**config.mk**
```make
export PLATFORM = sky130hd
export DESIGN_NAME = line_position_centroid_unit
export DESIGN_NICKNAME = d
export VERILOG_FILES = /design/src/hdl/lpc_pkg.sv /design/src/hdl/line_position_centroid_unit.sv /design/src/hdl/lpc_front.sv /design/src/hdl/lpc_div_cell.sv /design/src/hdl/lpc_out.sv
export SDC_FILE = /design/constraint.sdc
export NUM_CORES = 1
export LEC_CHECK = 0
export ABC_AREA = 0
export BUFFER_PORTS_ARGS = -buffer_cell sky130_fd_sc_hd__buf_2
export CORE_ASPECT_RATIO = 1.5
export CORE_UTILIZATION = 50
export CTS_BUF_LIST = sky130_fd_sc_hd__clkbuf_8
export CTS_CLUSTER_SIZE = 24
export DETAILED_ROUTE_END_ITERATION = 10
export PLACE_DENSITY = 0.74
export SYNTH_ARGS = -nofsm -noshare
export SYNTH_HDL_FRONTEND = slang
export SYNTH_SLANG_ARGS = --single-unit
```
**constraint.sdc**
```tcl
create_clock -name clk -period 7.25 [get_ports clk]
set_input_delay 1.0875 -clock clk [delete_from_list [all_inputs] [get_ports clk]]
set_output_delay 1.0875 -clock clk [all_outputs]
set_load 0.02 [all_outputs]
```
**src/hdl/lpc_pkg.sv**
```systemverilog
// Package for the line position centroid unit: widths, constants,
// configuration codes and the structs passed between the pipeline cells.
// No dependencies.
`timescale 1ns / 1ps

package lpc_pkg;

	localparam int unsigned LANES      = 5;
	localparam int unsigned LEVEL_W    = 16;
	localparam logic [LEVEL_W-1:0] FULL_SCALE = 16'd4095;

	// plain sum of five 16-bit levels
	localparam int unsigned SUM_W      = 19;
	// signed weighted sum, |W| <= 10 * 65535
	localparam int unsigned WSUM_W     = 21;
	localparam int unsigned MAG_W      = WSUM_W - 1;

	// quotient magnitude is at most 7 * 1024, so 13 bits are enough
	localparam int unsigned Q_W        = 13;
	localparam int unsigned POS_W      = Q_W + 1;
	localparam int unsigned SCALE_SH   = 10;
	localparam int unsigned DVD_SH     = Q_W - SCALE_SH;

	localparam int unsigned MIN_W      = 15;
	localparam logic [MIN_W-1:0] MIN_STRENGTH_RST = 15'd256;

	localparam int unsigned CFG_IDX_W  = 1;
	localparam int unsigned CFG_DATA_W = MIN_W;
	localparam logic [CFG_IDX_W-1:0] CFG_INVERT = 1'b0;
	localparam logic [CFG_IDX_W-1:0] CFG_MIN    = 1'b1;

	typedef logic [LEVEL_W-1:0] level_t;

	typedef struct packed {
		logic             invert;
		logic [MIN_W-1:0] min_strength;
	} lpc_cfg_t;

	// one transaction in flight through the divider chain
	typedef struct packed {
		logic             neg;
		logic             zero;
		logic [SUM_W-1:0] divisor;
		logic [SUM_W-1:0] rem;
		logic [Q_W-1:0]   dvd;
		logic [Q_W-1:0]   quo;
	} lpc_div_t;

endpackage

```
**src/hdl/line_position_centroid_unit.sv**
```systemverilog
// Top level of the line position centroid unit: config registers, front stage,
// divider cell chain and output stage. Depends on lpc_pkg, lpc_front,
// lpc_div_cell and lpc_out.
`timescale 1ns / 1ps

//  channel | signals                                    | direction
//  --------+--------------------------------------------+----------
//  input   | in_valid, in_ready, level_0..4, black_0..4 | in
//  result  | out_valid, out_ready, position             | out
//  config  | cfg_we, cfg_idx, cfg_wdata                 | in, write only
//
//  Registered stages: one front stage, one divider cell per quotient bit
//  (13 cells), one output register. One transaction enters per cycle unless
//  the chain is full and stalled. Every stage holds its own valid bit and
//  advances when the next stage is empty or moving, so a stalled result only
//  backs up the chain as far as it is full; bubbles are squeezed out.
//  Reset clears the valid bits and loads the config registers with their
//  defaults (no inversion, minimum strength 256).

module line_position_centroid_unit #(
	parameter lpc_pkg::level_t FULL_SCALE = lpc_pkg::FULL_SCALE
) (
	input  logic                               clk,
	input  logic                               arst_n,
	input  logic                               cfg_we,
	input  logic [lpc_pkg::CFG_IDX_W-1:0]      cfg_idx,
	input  logic [lpc_pkg::CFG_DATA_W-1:0]     cfg_wdata,
	input  logic                               in_valid,
	output logic                               in_ready,
	input  logic [lpc_pkg::LEVEL_W-1:0]        level_0,
	input  logic [lpc_pkg::LEVEL_W-1:0]        level_1,
	input  logic [lpc_pkg::LEVEL_W-1:0]        level_2,
	input  logic [lpc_pkg::LEVEL_W-1:0]        level_3,
	input  logic [lpc_pkg::LEVEL_W-1:0]        level_4,
	input  logic                               black_0,
	input  logic                               black_1,
	input  logic                               black_2,
	input  logic                               black_3,
	input  logic                               black_4,
	output logic                               out_valid,
	input  logic                               out_ready,
	output logic signed [lpc_pkg::POS_W-1:0]   position
);

	lpc_pkg::lpc_cfg_t  cfg_q;
	lpc_pkg::level_t    level [lpc_pkg::LANES];
	logic [lpc_pkg::LANES-1:0] black;

	// chain[0] comes from the front stage, chain[Q_W] feeds the output stage
	lpc_pkg::lpc_div_t  chain_data  [lpc_pkg::Q_W+1];
	logic               chain_valid [lpc_pkg::Q_W+1];
	logic               chain_ready [lpc_pkg::Q_W+1];

	// Config registers: the user must have them written only while the unit is idle
	// (unenforced), so read directly by the front stage. Drop writes to unknown indexes.
	always_ff @(posedge clk or negedge arst_n) begin
		if (!arst_n) begin
			cfg_q.invert       <= 1'b0;
			cfg_q.min_strength <= lpc_pkg::MIN_STRENGTH_RST;
		end else if (cfg_we) begin
			case (cfg_idx)
				lpc_pkg::CFG_INVERT: cfg_q.invert       <= cfg_wdata[0];
				lpc_pkg::CFG_MIN:    cfg_q.min_strength <= cfg_wdata;
				default: ;
			endcase
		end
	end

	assign level[0] = level_0;
	assign level[1] = level_1;
	assign level[2] = level_2;
	assign level[3] = level_3;
	assign level[4] = level_4;
	assign black    = {black_4, black_3, black_2, black_1, black_0};

	// Clamp, invert and sum; set up the divider operands.
	lpc_front #(
		.FULL_SCALE (FULL_SCALE)
	) u_front (
		.clk       (clk),
		.arst_n    (arst_n),
		.cfg       (cfg_q),
		.in_valid  (in_valid),
		.in_ready  (in_ready),
		.level     (level),
		.black     (black),
		.out_valid (chain_valid[0]),
		.out_ready (chain_ready[0]),
		.out_data  (chain_data[0])
	);

	// One quotient bit per cell, most significant first.
	for (genvar i = 0; i < lpc_pkg::Q_W; i++) begin : g_cell
		lpc_div_cell u_cell (
			.clk       (clk),
			.arst_n    (arst_n),
			.in_valid  (chain_valid[i]),
			.in_ready  (chain_ready[i]),
			.in_data   (chain_data[i]),
			.out_valid (chain_valid[i+1]),
			.out_ready (chain_ready[i+1]),
			.out_data  (chain_data[i+1])
		);
	end

	// Sign, zero forcing and the result register.
	lpc_out u_out (
		.clk       (clk),
		.arst_n    (arst_n),
		.in_valid  (chain_valid[lpc_pkg::Q_W]),
		.in_ready  (chain_ready[lpc_pkg::Q_W]),
		.in_data   (chain_data[lpc_pkg::Q_W]),
		.out_valid (out_valid),
		.out_ready (out_ready),
		.position  (position)
	);

endmodule

```
**src/hdl/lpc_front.sv**
```systemverilog
// Front stage: clamp, optional inversion, weighted and plain sums, divider setup.
// Depends on lpc_pkg.
`timescale 1ns / 1ps

module lpc_front #(
	parameter lpc_pkg::level_t FULL_SCALE = lpc_pkg::FULL_SCALE
) (
	input  logic              clk,
	input  logic              arst_n,
	input  lpc_pkg::lpc_cfg_t cfg,
	input  logic              in_valid,
	output logic              in_ready,
	input  lpc_pkg::level_t   level [lpc_pkg::LANES],
	input  logic [lpc_pkg::LANES-1:0] black,
	output logic              out_valid,
	input  logic              out_ready,
	output lpc_pkg::lpc_div_t out_data
);

	lpc_pkg::level_t                   lv [lpc_pkg::LANES];
	logic signed [lpc_pkg::WSUM_W-1:0] d_outer;
	logic signed [lpc_pkg::WSUM_W-1:0] d_inner;
	logic signed [lpc_pkg::WSUM_W-1:0] wsum;
	logic [lpc_pkg::MAG_W-1:0]         mag;
	logic [lpc_pkg::SUM_W-1:0]         plain;
	lpc_pkg::lpc_div_t                 nxt;
	logic                              valid_q;
	lpc_pkg::lpc_div_t                 data_q;

	always_comb begin
		for (int k = 0; k < lpc_pkg::LANES; k++) begin
			lv[k] = (level[k] > FULL_SCALE) ? FULL_SCALE : level[k];
			if (cfg.invert) begin
				lv[k] = FULL_SCALE - lv[k];
			end
		end
	end

	// weights -7, -3, 0, 3, 7: W = 7 * (l4 - l0) + 3 * (l3 - l1)
	assign d_outer = $signed({5'b0, lv[4]}) - $signed({5'b0, lv[0]});
	assign d_inner = $signed({5'b0, lv[3]}) - $signed({5'b0, lv[1]});
	assign wsum    = (d_outer <<< 3) - d_outer + (d_inner <<< 1) + d_inner;
	assign mag     = wsum[lpc_pkg::WSUM_W-1] ? lpc_pkg::MAG_W'(-wsum)
		: lpc_pkg::MAG_W'(wsum);

	assign plain = {3'b0, lv[0]} + {3'b0, lv[1]} + {3'b0, lv[2]}
		+ {3'b0, lv[3]} + {3'b0, lv[4]};

	always_comb begin
		nxt.neg     = wsum[lpc_pkg::WSUM_W-1];
		nxt.zero    = (~|black) || (plain < {4'b0, cfg.min_strength}) || (plain == '0);
		nxt.divisor = plain;
		// dividend is |W| * 1024; its top part is already below the divisor
		nxt.rem     = lpc_pkg::SUM_W'(mag >> lpc_pkg::DVD_SH);
		nxt.dvd     = {mag[lpc_pkg::DVD_SH-1:0], {lpc_pkg::SCALE_SH{1'b0}}};
		nxt.quo     = '0;
	end

	assign in_ready = !valid_q || out_ready;

	always_ff @(posedge clk or negedge arst_n) begin
		if (!arst_n) begin
			valid_q <= 1'b0;
		end else if (in_ready) begin
			valid_q <= in_valid;
		end
	end

	always_ff @(posedge clk) begin
		if (in_ready && in_valid) begin
			data_q <= nxt;
		end
	end

	assign out_valid = valid_q;
	assign out_data  = data_q;

endmodule

```
**src/hdl/lpc_div_cell.sv**
```systemverilog
// One restoring-division cell: resolve one quotient bit, hand on to the next cell.
// Depends on lpc_pkg.
`timescale 1ns / 1ps

module lpc_div_cell (
	input  logic              clk,
	input  logic              arst_n,
	input  logic              in_valid,
	output logic              in_ready,
	input  lpc_pkg::lpc_div_t in_data,
	output logic              out_valid,
	input  logic              out_ready,
	output lpc_pkg::lpc_div_t out_data
);

	logic [lpc_pkg::SUM_W:0] trial;
	logic [lpc_pkg::SUM_W:0] diff;
	logic                    ge;
	lpc_pkg::lpc_div_t       nxt;
	logic                    valid_q;
	lpc_pkg::lpc_div_t       data_q;

	// remainder stays below the divisor, so trial stays below twice the divisor
	assign trial = {in_data.rem, in_data.dvd[lpc_pkg::Q_W-1]};
	assign diff  = trial - {1'b0, in_data.divisor};
	assign ge    = trial >= {1'b0, in_data.divisor};

	always_comb begin
		nxt     = in_data;
		nxt.rem = ge ? diff[lpc_pkg::SUM_W-1:0] : trial[lpc_pkg::SUM_W-1:0];
		nxt.dvd = {in_data.dvd[lpc_pkg::Q_W-2:0], 1'b0};
		nxt.quo = {in_data.quo[lpc_pkg::Q_W-2:0], ge};
	end

	assign in_ready = !valid_q || out_ready;

	always_ff @(posedge clk or negedge arst_n) begin
		if (!arst_n) begin
			valid_q <= 1'b0;
		end else if (in_ready) begin
			valid_q <= in_valid;
		end
	end

	always_ff @(posedge clk) begin
		if (in_ready && in_valid) begin
			data_q <= nxt;
		end
	end

	assign out_valid = valid_q;
	assign out_data  = data_q;

endmodule

```
**src/hdl/lpc_out.sv**
```systemverilog
// Output stage: apply sign, force zero when there is no line, hold the result.
// Depends on lpc_pkg.
`timescale 1ns / 1ps

module lpc_out (
	input  logic                              clk,
	input  logic                              arst_n,
	input  logic                              in_valid,
	output logic                              in_ready,
	input  lpc_pkg::lpc_div_t                 in_data,
	output logic                              out_valid,
	input  logic                              out_ready,
	output logic signed [lpc_pkg::POS_W-1:0]  position
);

	logic [lpc_pkg::POS_W-1:0] mag;
	logic [lpc_pkg::POS_W-1:0] nxt;
	logic                      valid_q;
	logic [lpc_pkg::POS_W-1:0] pos_q;

	assign mag = {1'b0, in_data.quo};
	assign nxt = in_data.zero ? '0 : (in_data.neg ? (~mag + 1'b1) : mag);

	assign in_ready = !valid_q || out_ready;

	always_ff @(posedge clk or negedge arst_n) begin
		if (!arst_n) begin
			valid_q <= 1'b0;
		end else if (in_ready) begin
			valid_q <= in_valid;
		end
	end

	always_ff @(posedge clk) begin
		if (in_ready && in_valid) begin
			pos_q <= nxt;
		end
	end

	assign out_valid = valid_q;
	assign position  = $signed(pos_q);

endmodule

```
---- After elaboration in Yosys (flattened, before gate mapping) ----
Index checks and enable logic that the tools add are counted.
operators by class
  reduce and logical (&&, ||, !) cells .... 53
  bitwise logic cells ..................... 3
  order comparisons ....................... 19
  $add $sub $neg .......................... 28
  muxes and demuxes ....................... 24
operators by type and width
  operator                number
  $ge 20x19->1            12
  $mux 19                 11
  $sub 19x19->19          11
  $mux 16                 10
  $gt 16x12->1 const B    5
  $sub 12x16->16 const A  5
  $add 19x16->19          3
  $sub 16x16->17          2
  $add 21x17->21          1
  $add 21x18->21          1
  $sub 21x21->21          1
  $mux 20                 1
  $neg 20->20             1
  $ge 18x19->1            1
  $logic_not 19->1        1
  $lt 19x15->1            1
  $sub 18x19->19          1
  $mux 18                 1
  $add 16x16->17          1
  $logic_or 1x1->1        17
  $logic_not 1->1         16
  $logic_and 1x1->1       15
  $add 14x1->14 const B   1
  $not 13->14             1
  5 further kinds         7
storage, ports and cells
  register bits after elaboration ......... 662
  output and inout port bits .............. 16

---- Longest topological paths before layout ----
  depth after elaboration ................. 17
  gate-level depth with buffers ........... 32

---- Hierarchy ----
Synthesis repeated with hierarchy kept, for this count alone.
second synthesis, totals
  cell total of the unflattened synthesis .. 4782
  area total of the unflattened synthesis .. 56355.3 µm²
modules (own cells, without submodules)
  module                                area an instance (µm²)  sequential area each (µm²)  cells an instance  instances
  lpc_div_cell at g_cell[0].u_cell ...  3590.9                  1976.9                      292                8
  lpc_div_cell at g_cell[1].u_cell ...  3519.6                  1976.9                      269                4
  lpc_front                             8393.0                  1256.2                      958                1
  lpc_div_cell at g_cell[12].u_cell     3527.1                  1976.9                      280                1
  lpc_out                               985.9                   445.4                       97                 1
  line_position_centroid_unit           643.1                   401.6                       35                 1

---- Least setup slack after synthesis ----
No wires, ideal clock.
  path type ............................... input to register
  start point ............................. input level_0[15] (netlist bit)
  end point ............................... register u_front.data_q, in the netlist u_front.out_data[24] (data pin)
  library setup time ...................... 0.260 ns
  setup slack ............................. -0.343 ns
  stages .................................. 30
  data required time ...................... 6.990 ns
  data arrival time ....................... 7.333 ns
  cells stage by stage .................... or4_1 -> buf_2 -> buf_1 -> nor2_1 -> xnor2_1 -> ha_1 -> nor2b_1 -> o21ai_0 -> a21boi_0 -> o21ai_0 -> a21boi_0 -> o21ai_0 -> a21boi_0 -> o21bai_1 -> a21oi_1 -> xnor2_1 -> fa_1 -> inv_1 -> fa_1 -> inv_1 -> ha_1 -> buf_2 -> a21oi_1 -> a21o_1 -> a31oi_1 -> a41o_1 -> o41ai_1 -> xor2_1 -> buf_2 -> mux2_2
on the way
  cells in the longest elaborated chain, start to end .. 10
ends and longest elaborated chain
  element                   line                               source
  from (decl)               line_position_centroid_unit.sv:30  input logic [lpc_pkg::LEVEL_W-1:0] level_0,
  $gt 16x12->1              lpc_front.sv:32                    lv[k] = (level[k] > FULL_SCALE) ? FULL_SCALE : level[k];
  $mux 16 (*)               lpc_front.sv:32
  $sub 12x16->16            lpc_front.sv:34                    lv[k] = FULL_SCALE - lv[k];
  $mux 16 (*)               lpc_front.sv:33                    if (cfg.invert) begin
  $sub 16x16->17 (*)        lpc_front.sv:40                    assign d_outer = $signed({5'b0, lv[4]}) - $signed({5'b0, lv[0]});
  $sub 21x21->21 (*)        lpc_front.sv:42                    assign wsum = (d_outer <<< 3) - d_outer + (d_inner <<< 1) + d_inner;
  $add 21x18->21 (*)        lpc_front.sv:42
  $add 21x17->21 (*)        lpc_front.sv:42
  $neg 20->20               lpc_front.sv:43                    assign mag = wsum[lpc_pkg::WSUM_W-1] ? lpc_pkg::MAG_W'(-wsum)
  $mux 20 (*)               lpc_front.sv:43
  net u_front.mag, one bit  lpc_front.sv:24                    logic [lpc_pkg::MAG_W-1:0] mag;
  to (signal assigned)      lpc_front.sv:71                    data_q <= nxt;
  to (decl)                 lpc_front.sv:28                    lpc_pkg::lpc_div_t data_q;
Mark *: on every way through the listed nets, which the timed path passes. The rest lies on a longest branch.
A chain may end at the register's enable or synchronous reset.

---- Worst setup path in the final report ----
Same ends and word-level chain as after synthesis.

==> key figures <==
Outcome
  – Status: finished, final reports clean

Clock tree
  – Clock sink count: ~660
  – Clk Latency, worst-skew pair: about 0.76 ns
  – CTS tree: yes
  – Clock-pin slew on the worst setup and hold paths: 0.06 ns
  – Cts hold-fix bufs: 0
  – Inserted Clock Buffers: 99
  – Root Driver: clkbuf_8
  – H-tree depth: 3
  – Clock Tree Buf Depth: 3

STA
  – Worst Max-Slew Pin Slew: 1.21 ns
  – Final Hold Slack: 0.395 ns
  – Final Setup Violations: 0
  – Min Tclk post-route: ~7 ns
  – Slew HR: 0.192
  – Final period util: 0.952
  – Max-slew violation count: 0
  – Fmax: around 140 MHz
  – Clk_skew: 0.0557 ns
  – Hold Fails Final Rpt: 0

Worst hold path
  – Hold WC Path Type: input port to async pin

Detailed routing
  – Routed Antenna Nets: 0
  – DR vias: 30484
  – Vias per cell: 5.51
  – Final wirelength: 96.5 mm
  – DR pass1 iterations: 5
  – Residual DRC count: 0
  – DRT iter0 DRCs: between 1000 and 1500
  – Wire length per cell: 17.4 µm

Setup path
  – Critical path class: input port to register
  – Critical Path Start Type: input port
  – Max Fanout on Critical Path: 13
  – Worst endpoint data arrival time: about 7.4 ns
  – R2r worst-path depth: 28
  – Reg-to-reg startpoint: cfg_q[15]
  – Register-to-Register Setup Slack: 0.67 ns
  – CP endpoint kind: register
  – Worst Path Required: 7.74 ns
  – Capture point of the worst path: u_front.out_data[24]
  – Worst setup path startpoint: level_0[15]
  – RR Endpoint: u_front.out_data[24]

Synth
  – Netlist cell types: 88
  – Post-synthesis xor/xnor area fraction: 0.0577
  – Compound-Gate Fraction of Synth Area: 0.141
  – Multiplexer share of the synthesized area: 0.0345
  – Post-synth EDFFs: approximately 630
  – Syn_area_per_cell: 10.8 µm²
  – Simple-Gate Fraction of Synth Area: 0.105
  – Main combinational cell family by area after synthesis: adder cells
  – Synth Register Bits: 662
  – Sequential-to-total area share from yosys stat: 0.466
  – Yosys warns: 0
  – Adder-cell share of the synthesized area: 0.141
  – Mapped Area: roughly 42000 µm²
  – Main flop type after synthesis: edfxtp_1
  – Ys async rst share: 0.0468
  – Syn Inst Count: 3913

Cells and area
  – Post-layout nets: 4878
  – Share of cells above drive strength 1: 0.156
  – Final instance area: 48000 µm²
  – Area Growth Syn to Fin: 13.5%

Global routing
  – Total congestion overflow: 0
  – Gr usage total: 0.230
  – First-pass GRT wire length: 155 mm
  – Number of global-route vias before repair: 32560
  – Number of antenna violations at the first check in global routing: 1
  – Largest net degree at the start of global routing: 53

Floorplan
  – Die Y: 358 µm
  – CORE AREA: roughly 84000 µm²
  – Die W: 239 µm
  – Row count: 130
  – Die area: approximately 86000 µm²
  – Boundary pin count: 122
  – Initial Utilization: 0.505

Job
  – Max cap viols: 0

Place
  – DP HPWL: 78.4 mm
  – Final GP Congestion: 0.978
  – Port Buf Inserts: 121
  – Area post-placement: 46100 µm²
-- cell type report --
| class | instances | area, µm² |
|---|---|---|
| repair buffers | 355 | 2390 |
| clock inverters | 68 | 428 |
| flip-flops and latches | 662 | 19700 |
| fillers | 6990 | 35800 |
| multi-input cells | 2679 | 20600 |
| well taps | 1122 | 1400 |
| clock buffers | 103 | 1420 |
| diodes | 2 | 5.00 |
| inverters | 543 | 2040 |
-- layer usage --
| metal | vias to the layer above | share of wire | global-route usage |
|---|---|---|---|
| met2 | 661 | 0.60 | 0.496 |
| met4 | 0 | 0.083 | 0.186 |
| met3 | 384 | 0.027 | 0.0278 |
| li1 | 14898 | - | - |
| met1 | 14541 | 0.29 | 0.168 |
| met5 | - | 0 | 0 |
-- critical path, stage by stage --
cell	delay (ns)
buf_2	0.09
or4_1	0.51
buf_4	0.18
nor2_1	0.13
xnor2_1	0.18
ha_1	0.23
inv_1	0.06
fa_1	0.39
a211oi_1	0.28
buf_4	0.18
o21ai_0	0.09
a21oi_1	0.21
xnor2_1	0.16
fa_1	0.55
inv_1	0.05
fa_1	0.47
ha_1	0.32
o21ai_0	0.11
a21oi_1	0.09
o31ai_1	0.33
a31o_2	0.24
a31oi_1	0.10
a41o_1	0.28
o41ai_2	0.26
xor2_1	0.20
buf_4	0.22
mux2_2	0.35
-- state kept, by name, indices dropped and copies added (netlist names) --
signal                   count
cfg_q                       16
g_cell.u_cell.out_data     576
g_cell.u_cell.out_valid     13
u_front.out_data            41
u_front.out_valid            1
u_out.out_valid              1
u_out.position              14
-- placed cells by master (no fill, tap or decap), types with 12 or more instances in the layout --
cell | synthesis | layout
a211o_1 | 12 | 12
a211oi_1 | 31 | 27
a21boi_0 | 49 | 47
a21o_1 | 97 | 97
a21oi_1 | 183 | 178
a31oi_1 | 27 | 24
and2_1 | 30 | 21
and3_1 | 30 | 30
buf_2 | 12 | 121
buf_4 | 1 | 232
clkbuf_8 | 0 | 103
clkinv_1 | 0 | 15
conb_1 | 2 | 28
dfrtp_1 | 30 | 29
edfxtp_1 | 631 | 631
fa_1 | 77 | 77
ha_1 | 355 | 353
inv_1 | 538 | 570
mux2_2 | 117 | 117
mux2i_1 | 14 | 14
nand2_1 | 195 | 195
nand2b_1 | 45 | 45
nand3_1 | 78 | 78
nand4_1 | 38 | 38
nor2_1 | 276 | 273
nor2b_1 | 52 | 49
nor3_1 | 86 | 85
nor4_1 | 13 | 13
o211ai_1 | 32 | 32
o21a_1 | 64 | 64
o21ai_0 | 186 | 180
o21bai_1 | 21 | 21
o31ai_1 | 64 | 64
or2_2 | 21 | 21
or3_1 | 17 | 17
xnor2_1 | 187 | 185
xor2_1 | 89 | 89
-- per-stage QoR --
stage	setup WS [ns]	std cells	util	setup TNS, ns
floorplan	0.00190	3939	-	0
global placement	-0.472	5361	0.550	-7.00
detailed placement	-0.562	5361	0.550	-8.47
CTS	0.177	5532	0.572	0
global route	-0.0148	5533	0.573	-0.0148
finish	0.350	5534	0.573	0
-- worst min path at each step --
stage	start	to	slack, ns	cells past startpoint
after global routing	g_cell[4].u_cell.out_data[0]	g_cell[5].u_cell.out_data[1]	0.41	0
after CTS	arst_n	g_cell[12].u_cell.out_valid	0.35	1
after global placement	g_cell[11].u_cell.out_data[11]	g_cell[12].u_cell.out_data[12]	0.40	0
final	arst_n	g_cell[6].u_cell.out_valid	0.40	1
after floorplan	u_front.out_data[23]	g_cell[0].u_cell.out_data[24]	0.40	0
after detailed placement	g_cell[9].u_cell.out_data[0]	g_cell[10].u_cell.out_data[1]	0.40	0
-- timing repair --
item,in CTS,in global routing
endpoints found under the hold margin,0,0
buffers inserted,0,0
setup endpoints to repair,0,20
gates resized for setup,0,11
-- synth_stat cells (17+ instances only) --
library cell | number | share of area
xor2_1 | 89 | 0.018
a211oi_1 | 31 | 0.0055
a21o_1 | 97 | 0.017
ha_1 | 355 | 0.11
or3_1 | 17 | 0.0025
o21a_1 | 64 | 0.011
nor2b_1 | 52 | 0.0077
o21bai_1 | 21 | 0.0037
and3_1 | 30 | 0.0044
o211ai_1 | 32 | 0.0057
nor3_1 | 86 | 0.010
inv_1 | 538 | 0.048
o31ai_1 | 64 | 0.011
and2_1 | 30 | 0.0044
nand2_1 | 195 | 0.017
edfxtp_1 | 631 | 0.45
or2_2 | 21 | 0.0031
nand4_1 | 38 | 0.0056
nor2_1 | 276 | 0.024
nand2b_1 | 45 | 0.0067
mux2_2 | 117 | 0.031
dfrtp_1 | 30 | 0.018
clkbuf_1 | 32 | 0.0028
a21oi_1 | 183 | 0.022
a31oi_1 | 27 | 0.0040
fa_1 | 77 | 0.036
o21ai_0 | 186 | 0.022
a21boi_0 | 49 | 0.0087
xnor2_1 | 187 | 0.039
nand3_1 | 78 | 0.0092
-- kinds of logic after synthesis --
family / count (synthesis)
flops: 662
simple gates: 919
buf+inv: 598
fa+ha+maj: 432
compound gates: 892
xor+xnor: 277
mux: 131
other cells: 2
Power is not shown: default switching activity piles up to over one toggle a cycle in this logic, so the estimate is an artifact.
